<file path="config.mk">
export PLATFORM = sky130hd
export DESIGN_NAME = strict_base64_decoder
export DESIGN_NICKNAME = d
export VERILOG_FILES = /design/src/hw/rtl/sb64d_pkg.sv /design/src/hw/rtl/strict_base64_decoder.sv
export SDC_FILE = /design/constraint.sdc
export NUM_CORES = 1
export LEC_CHECK = 0
export BUFFER_PORTS_ARGS = -buffer_cell sky130_fd_sc_hd__buf_2
export CORE_ASPECT_RATIO = 0.7
export CORE_MARGIN = 3
export CORE_UTILIZATION = 40
export CTS_CLUSTER_DIAMETER = 120
export DETAILED_ROUTE_END_ITERATION = 10
export GPL_TIMING_DRIVEN = 0
export HOLD_SLACK_MARGIN = 0.15
export PLACE_DENSITY_LB_ADDON = 0.05
export SYNTH_ARGS = -nofsm -noshare
export SYNTH_HDL_FRONTEND = slang
export SYNTH_SLANG_ARGS = --single-unit
export TNS_END_PERCENT = 1
</file>
<file path="constraint.sdc">
create_clock -name clk -period 7.6 [get_ports clk]
set_input_delay 0.76 -clock clk [delete_from_list [all_inputs] [get_ports clk]]
set_output_delay 0.76 -clock clk [all_outputs]
set_load 0.02 [all_outputs]
</file>
<file path="src/hw/rtl/sb64d_pkg.sv">
// Shared types, constants and the alphabet lookup for the strict base64 decoder.
package sb64d_pkg;

	localparam int CfgWidth   = 24;
	localparam int CountWidth = 25;
	localparam int FifoDepth  = 8;
	localparam int PtrWidth   = $clog2(FifoDepth);
	localparam int MaxPush    = 4;

	localparam logic [7:0]            CharPad      = 8'h3D;
	localparam logic [CountWidth-1:0] CountMax     = {CountWidth{1'b1}};
	localparam logic [CfgWidth-1:0]   MaxCharsRst  = 24'd16777215;
	localparam logic [CfgWidth-1:0]   MaxBytesRst  = 24'd12582912;

	typedef enum logic [1:0] {
		ST_OK       = 2'd0,
		ST_INVALID  = 2'd1,
		ST_TOO_LARGE = 2'd2
	} status_t;

	typedef enum logic [0:0] {
		REG_MAX_CHARS = 1'b0,
		REG_MAX_BYTES = 1'b1
	} reg_idx_t;

	typedef struct packed {
		logic [1:0] status_code;
		logic       final_item;
		logic       byte_valid;
		logic [7:0] data_byte;
	} out_item_t;

	typedef struct packed {
		logic       ok;
		logic [5:0] value;
	} sextet_t;

	function automatic sextet_t sextet_of(input logic [7:0] c);
		sextet_t r;
		r.ok    = 1'b1;
		r.value = 6'd0;
		if (c inside {[8'h41:8'h5A]}) begin
			r.value = 6'(c - 8'h41);
		end else if (c inside {[8'h61:8'h7A]}) begin
			r.value = 6'(c - 8'h61 + 8'd26);
		end else if (c inside {[8'h30:8'h39]}) begin
			r.value = 6'(c - 8'h30 + 8'd52);
		end else if (c == 8'h2B) begin
			r.value = 6'd62;
		end else if (c == 8'h2F) begin
			r.value = 6'd63;
		end else begin
			r.ok = 1'b0;
		end
		return r;
	endfunction

endpackage

</file>
<file path="src/hw/rtl/strict_base64_decoder.sv">
// Strict base64 decoder: per-character decode, output word queue, APB limit registers.
// Results of a taken input word enter the output queue and leave it in order.
// Throughput: one input word per cycle while the 8-word output queue has room for four words;
// a quartet adds up to three bytes, end of text a status word; m_tready pops one per cycle.
// Reset (arst_n low): text state and queue clear at once, limits return to their defaults;
// no clearing pass is needed.
module strict_base64_decoder (
	input  logic        clk,
	input  logic        arst_n,
	input  logic        s_tvalid,
	output logic        s_tready,
	input  logic [7:0]  s_tdata,   // [7:0] char_code
	input  logic        s_tlast,   // end_of_text
	input  logic        s_tuser,   // no_char
	output logic        m_tvalid,
	input  logic        m_tready,
	output logic [15:0] m_tdata,   // [7:0] data_byte, [9:8] status_code, [15:10] zero
	output logic        m_tlast,   // final_item
	output logic        m_tuser,   // byte_valid
	input  logic        psel,
	input  logic        penable,
	input  logic        pwrite,
	input  logic [2:0]  paddr,
	input  logic [31:0] pwdata,
	output logic [31:0] prdata,
	output logic        pready
);
	import sb64d_pkg::*;

	logic [CfgWidth-1:0]   max_chars_q;
	logic [CfgWidth-1:0]   max_bytes_q;

	logic [1:0]            qpos_q;
	logic [17:0]           held_q;
	logic                  third_pad_q;
	logic                  invalid_q;
	logic [CountWidth-1:0] chars_q;
	logic [CountWidth-1:0] bytes_q;
	logic                  pad_closed_q;

	out_item_t             fifo_mem [FifoDepth];
	logic [PtrWidth-1:0]   wr_ptr_q;
	logic [PtrWidth-1:0]   rd_ptr_q;
	logic [PtrWidth:0]     fifo_cnt_q;

	logic                  acc;
	logic                  pop;
	logic                  cfg_wr;
	logic [7:0]            c;
	logic                  is_pad;
	sextet_t               sx;
	logic [5:0]            sx_val;
	logic [5:0]            second;
	logic [5:0]            third;
	logic [23:0]           triple;

	logic [1:0]            qpos_d;
	logic [17:0]           held_d;
	logic                  third_pad_d;
	logic                  invalid_d;
	logic [CountWidth-1:0] chars_d;
	logic [CountWidth-1:0] bytes_d;
	logic [CountWidth:0]   bytes_sum;
	logic                  pad_closed_d;
	logic [1:0]            n_bytes;
	logic [2:0]            n_push;
	status_t               status;
	out_item_t             res [MaxPush];

	assign acc    = s_tvalid && s_tready;
	assign pop    = m_tvalid && m_tready;
	assign pready = 1'b1;
	assign cfg_wr = psel && penable && pwrite && pready;

	// configuration registers
	always_ff @(posedge clk or negedge arst_n) begin
		if (!arst_n) begin
			max_chars_q <= MaxCharsRst;
			max_bytes_q <= MaxBytesRst;
		end else if (cfg_wr) begin
			case (reg_idx_t'(paddr[2]))
				REG_MAX_CHARS: max_chars_q <= pwdata[CfgWidth-1:0];
				REG_MAX_BYTES: max_bytes_q <= pwdata[CfgWidth-1:0];
				default: ;
			endcase
		end
	end

	always_comb begin
		case (reg_idx_t'(paddr[2]))
			REG_MAX_CHARS: prdata = {{(32-CfgWidth){1'b0}}, max_chars_q};
			REG_MAX_BYTES: prdata = {{(32-CfgWidth){1'b0}}, max_bytes_q};
			default:       prdata = '0;
		endcase
	end

	// decode one character and build the output words
	always_comb begin
		c            = s_tdata;
		is_pad       = (c == CharPad);
		sx           = sextet_of(c);
		sx_val       = sx.ok ? sx.value : 6'd0;
		second       = held_q[11:6];
		third        = held_q[5:0];
		qpos_d       = qpos_q;
		held_d       = held_q;
		third_pad_d  = third_pad_q;
		invalid_d    = invalid_q;
		chars_d      = chars_q;
		bytes_d      = bytes_q;
		pad_closed_d = pad_closed_q;
		n_bytes      = 2'd0;
		triple       = {held_q, 6'd0};
		bytes_sum    = '0;

		if (!s_tuser) begin
			if (chars_q != CountMax) chars_d = chars_q + 1'b1;
			if (pad_closed_q) invalid_d = 1'b1;
			case (qpos_q)
				2'd0, 2'd1: begin
					if (!sx.ok) invalid_d = 1'b1;
					held_d = {held_q[11:0], sx_val};
					qpos_d = qpos_q + 2'd1;
				end
				2'd2: begin
					if (is_pad) begin
						third_pad_d = 1'b1;
						held_d      = {held_q[11:0], 6'd0};
					end else begin
						if (!sx.ok) invalid_d = 1'b1;
						held_d = {held_q[11:0], sx_val};
					end
					qpos_d = 2'd3;
				end
				default: begin
					if (!is_pad && !sx.ok) invalid_d = 1'b1;
					if (third_pad_q && !is_pad) invalid_d = 1'b1;
					if (third_pad_q && second[3:0] != 4'd0) invalid_d = 1'b1;
					if (is_pad && !third_pad_q && third[1:0] != 2'd0) invalid_d = 1'b1;
					triple = {held_q, is_pad ? 6'd0 : sx_val};
					if (!invalid_d) begin
						n_bytes = third_pad_q ? 2'd1 : (is_pad ? 2'd2 : 2'd3);
					end
					bytes_sum = {1'b0, bytes_q} + (CountWidth+1)'(n_bytes);
					bytes_d   = bytes_sum[CountWidth] ? CountMax : bytes_sum[CountWidth-1:0];
					if (third_pad_q || is_pad) pad_closed_d = 1'b1;
					qpos_d      = 2'd0;
					held_d      = '0;
					third_pad_d = 1'b0;
				end
			endcase
		end

		if (chars_d > {1'b0, max_chars_q} || bytes_d > {1'b0, max_bytes_q}) begin
			status = ST_TOO_LARGE;
		end else if (invalid_d || qpos_d != 2'd0) begin
			status = ST_INVALID;
		end else begin
			status = ST_OK;
		end

		res[0] = '{status_code: 2'd0, final_item: 1'b0, byte_valid: 1'b1,
			data_byte: triple[23:16]};
		res[1] = '{status_code: 2'd0, final_item: 1'b0, byte_valid: 1'b1,
			data_byte: triple[15:8]};
		res[2] = '{status_code: 2'd0, final_item: 1'b0, byte_valid: 1'b1,
			data_byte: triple[7:0]};
		res[3] = '0;
		n_push = {1'b0, n_bytes};
		if (s_tlast) begin
			res[n_bytes] = '{status_code: status, final_item: 1'b1, byte_valid: 1'b0,
				data_byte: 8'd0};
			n_push = {1'b0, n_bytes} + 3'd1;
		end
	end

	// text state
	always_ff @(posedge clk or negedge arst_n) begin
		if (!arst_n) begin
			qpos_q       <= '0;
			held_q       <= '0;
			third_pad_q  <= 1'b0;
			invalid_q    <= 1'b0;
			chars_q      <= '0;
			bytes_q      <= '0;
			pad_closed_q <= 1'b0;
		end else if (acc) begin
			if (s_tlast) begin
				qpos_q       <= '0;
				held_q       <= '0;
				third_pad_q  <= 1'b0;
				invalid_q    <= 1'b0;
				chars_q      <= '0;
				bytes_q      <= '0;
				pad_closed_q <= 1'b0;
			end else begin
				qpos_q       <= qpos_d;
				held_q       <= held_d;
				third_pad_q  <= third_pad_d;
				invalid_q    <= invalid_d;
				chars_q      <= chars_d;
				bytes_q      <= bytes_d;
				pad_closed_q <= pad_closed_d;
			end
		end
	end

	// output word queue
	always_ff @(posedge clk) begin
		if (acc) begin
			for (int k = 0; k < MaxPush; k++) begin
				if (3'(k) < n_push) fifo_mem[wr_ptr_q + PtrWidth'(k)] <= res[k];
			end
		end
	end

	always_ff @(posedge clk or negedge arst_n) begin
		if (!arst_n) begin
			wr_ptr_q   <= '0;
			rd_ptr_q   <= '0;
			fifo_cnt_q <= '0;
		end else begin
			if (acc) wr_ptr_q <= wr_ptr_q + PtrWidth'(n_push);
			if (pop) rd_ptr_q <= rd_ptr_q + 1'b1;
			fifo_cnt_q <= fifo_cnt_q + (acc ? (PtrWidth+1)'(n_push) : '0)
				- (pop ? (PtrWidth+1)'(1) : '0);
		end
	end

	assign s_tready = (fifo_cnt_q <= (PtrWidth+1)'(FifoDepth - MaxPush));
	assign m_tvalid = (fifo_cnt_q != '0);
	assign m_tdata  = {6'd0, fifo_mem[rd_ptr_q].status_code, fifo_mem[rd_ptr_q].data_byte};
	assign m_tlast  = fifo_mem[rd_ptr_q].final_item;
	assign m_tuser  = fifo_mem[rd_ptr_q].byte_valid;

	a_fifo_bound: assert property (@(posedge clk) disable iff (!arst_n)
		fifo_cnt_q <= (PtrWidth+1)'(FifoDepth))
		else $error("output queue overfilled");

	a_end_clears: assert property (@(posedge clk) disable iff (!arst_n)
		acc && s_tlast |=> qpos_q == 2'd0 && chars_q == '0 && bytes_q == '0 && !invalid_q)
		else $error("text state not cleared after end of text");

	a_status_word: assert property (@(posedge clk) disable iff (!arst_n)
		m_tvalid && m_tlast |-> !m_tuser && m_tdata[7:0] == 8'd0)
		else $error("status word carries byte data");

endmodule
</file>
==> results_dict.tcl <==
set metrics [dict create \
    grt_pass1_vias 12400 \
    async_flop_share_pct 57.7 \
    rsz0062_at_grt "false" \
    overflow 0 \
    synth_top_area_cell "edfxtp_1" \
    wl_per_cell_um 23.3 \
    antenna_left 0 \
    cp-end-kind "flop" \
    drc 0 \
    slew_viol_final 0 \
    via_per_inst 6.01 \
    hold_depth 2 \
    timing_worst_setup_path_type "input port to flop" \
    grt_usage_pct 25.1 \
    grt_util_met1_pct 42.7 \
    gp_congestion 0.988 \
    maxCapViolCount 0 \
    peakVddDrop_mv 0.196 \
    drt_iter0_drc 1396 \
    final_cells 2216 \
    power_switching_w 0.00172 \
    yosys_warnings 0 \
    syn_inst 1585 \
    min_to "max_bytes_q[9]$_DFFE_PN0P_" \
    yosysTopAreaCellShare_pct 18.8 \
    fp.dieH_um 170 \
    firstDrtPassIters 5 \
    synth_ff_type "dfrtp_1" \
    clock_sinks 227 \
    htree_levels 1 \
    p_comb_share_pct 36.0 \
    worstPathMaxFanout 10 \
    drt-total-wl_um 51700 \
    start_util_pct 41.0 \
    io_pins 105 \
    clk_latency_ns 0.57 \
    synth_seq_cells 227 \
    grt_start_max_net_pins 87 \
    r2r_setup_slack_ns 1.21 \
    finalHoldViolCount 0 \
    yosysSeqAreaShare_pct 40.3 \
    startpoint_type "input port" \
    dr_total_vias 13300 \
    synthDistinctLibCells 82 \
    clkPwrFrac_pct 28.9 \
    status "finished clean" \
    die_width_um 240 \
    port-buffer-count 79 \
    critPathTopFamily "simple AND/OR/NAND/NOR gates" \
    worst-path-buf-inv 4 \
    clockBufferDepth 3 \
    final.min_clock_period_ns 7.19 \
    cpPeakStageDelay_ns 0.72 \
    antenna_found_initial 1 \
    holdCritStartpoint "pwdata[9]" \
    reg2reg_from "third_pad_q$_DFFE_PN0P_" \
    p_sw_share_pct 38.2 \
    rows 59 \
    fin_crit_sh_pct 94.6 \
    grt_pass1_wl_um 77900 \
    cts_tree "built" \
    hold_path.class "input port to flop" \
    pwr-share-seq_pct 35.0 \
    design.core.area_um2 37500 \
    synth_most_common_cell "nand2_1" \
    die-area_um2 40900 \
    placedCellCount 2168 \
    cts_buffers 25 \
    intPower_w 0.00279 \
    p_per_area_nw_per_um2 260 \
    synth_area_leaders "edfxtp_1, dfrtp_1, ha_1" \
    cp.required_ns 7.87 \
    worstPathArrival_ns 7.46 \
    root_buffer "clkbuf_16" \
    ys_top_cells_by_count "nand2_1, nor2_1, dfrtp_1" \
    gr-usage-met3_pct 5.91 \
    layout-drive-gt1-share_pct 16.9 \
    clkSlewWorstSetupHoldPaths_ns 0.07 \
    worst_r2r_endpoint "fifo_mem[4][11]$_DFFE_PP_" \
    setup_viol 0 \
    r2r_cells 22 \
    nNetsFinal 1842 \
    power_leakage_nw 7.13 \
    finalClockSkew_ns 0.0254 \
    fmax_ghz 0.139 \
    syn2layout_area_growth_pct 13.1 \
    synth_edf_count 96 \
    hpwlAfterDp_um 40000 \
    syn_avg_cell_area_um2 9.70 \
    tightest_slew_ns 1.23 \
    syn_area_um2 15400 \
    utilization_pct 46.3 \
    grtUsageMet2_pct 31.5 \
    slew_headroom_pct 18.1 \
    busiest_layer "met1" \
    slowest_stage "nor3b_2" \
]
power groups by stage:
stage,Combinational [W],Sequential (W),Clock (W)
6_report,0.00163,0.00158,0.00131
5_1_grt,0.00177,0.00160,0.00137
4_1_cts,0.00161,0.00158,0.00133
3_5_place_dp,0.00160,0.00160,0
3_3_place_gp,0.00159,0.00160,0
2_1_floorplan,0.00109,0.00155,0
layer usage:
layer	up-vias	wire, um
li1	6124	-
met1	6619	27600
met2	526	18900
met3	40	4600
met4	0	565
met5	-	0
kinds of logic after synthesis:
family          synth area share, %
simple gates                   16.1
compound gates                 18.4
flops                          40.3
buf+inv                        5.68
mux                            9.78
fa+ha+maj                      6.82
xor+xnor                       2.85
other cells                  0.0488
state kept, by name, indices dropped and copies added (netlist names):
register,cells
bytes_q,25
qpos_q,2
fifo_cnt_q,4
rd_ptr_q,3
chars_q,25
fifo_mem,96
pad_closed_q,1
max_chars_q,24
third_pad_q,1
max_bytes_q,24
invalid_q,1
wr_ptr_q,3
held_q,18
stage by stage:
step	cell area, um2	hold slack, ns	TNS [ns]	power, W	worst slack, ns
4_1_cts	17400	0.418	0	0.00452	0.106
2_1_floorplan	15400	0.464	0	0.00264	1.93
5_1_grt	17400	0.439	0	0.00474	0.0276
3_3_place_gp	16400	0.508	-3.57	0.00319	-0.453
6_report	17400	0.444	0	0.00451	0.414
3_5_place_dp	16500	0.507	-3.20	0.00320	-0.436
how the worst max path moves through the flow:
stage                    start                   endpoint  slack [ns]  cells past startpoint
global route        s_tdata[1]  fifo_mem[7][11]$_DFFE_PP_        0.03                     25
CTS                 s_tdata[1]  fifo_mem[4][11]$_DFFE_PP_        0.11                     24
global placement    s_tdata[1]  fifo_mem[4][11]$_DFFE_PP_       -0.45                     24
floorplan           s_tdata[2]  fifo_mem[0][11]$_DFFE_PP_        1.93                     25
finish              s_tdata[1]  fifo_mem[4][11]$_DFFE_PP_        0.41                     25
detailed placement  s_tdata[1]  fifo_mem[4][11]$_DFFE_PP_       -0.44                     24
layout make-up:
| type | count | area (um2) |
|---|---|---|
| clock buffer | 31 | 668 |
| clock inverter | 15 | 186 |
| inverter | 91 | 342 |
| sequential | 227 | 6190 |
| fill | 3644 | 20100 |
| timing repair buffer | 83 | 458 |
| antenna | 1 | 2.50 |
| buffer | 116 | 532 |
| tap | 488 | 611 |
| multi-input combinational | 1164 | 8390 |
placed cells by master (no fill, tap or decap), types with 9 or more instances in the layout:
cell type  count
dfstp_2       26
a211oi_1      55
nand2b_1      11
buf_4         18
clkbuf_16     25
mux2i_1       24
and3_1        21
buf_1         13
a21oi_1       56
mux4_2        24
and2_1        13
a31oi_1       15
nor2_1       146
o22a_1         9
dfrtp_1      105
nand2_1      155
xor2_1        26
o211ai_1       9
inv_1         90
o21ai_0       76
nor2b_1       13
xnor2_1       24
conb_1        15
a22o_1        31
nor3b_1        9
nand3_1       40
ha_1          79
buf_2         86
a21o_1        11
nand4_1       37
a311oi_1      43
edfxtp_1      96
clkbuf_1      79
mux2_2        63
nor3_1        32
repair_timing:
| action | 4_1_cts | 5_1_grt |
|---|---|---|
| resized for setup | 0 | 2 |
| buffers inserted | 0 | 0 |
| endpoints found under the setup margin | 0 | 8 |
| endpoints found under the hold margin | 2 | 0 |
| hold buffers | 1 | 0 |
Note: power is estimated with default switching activity, not from simulation.
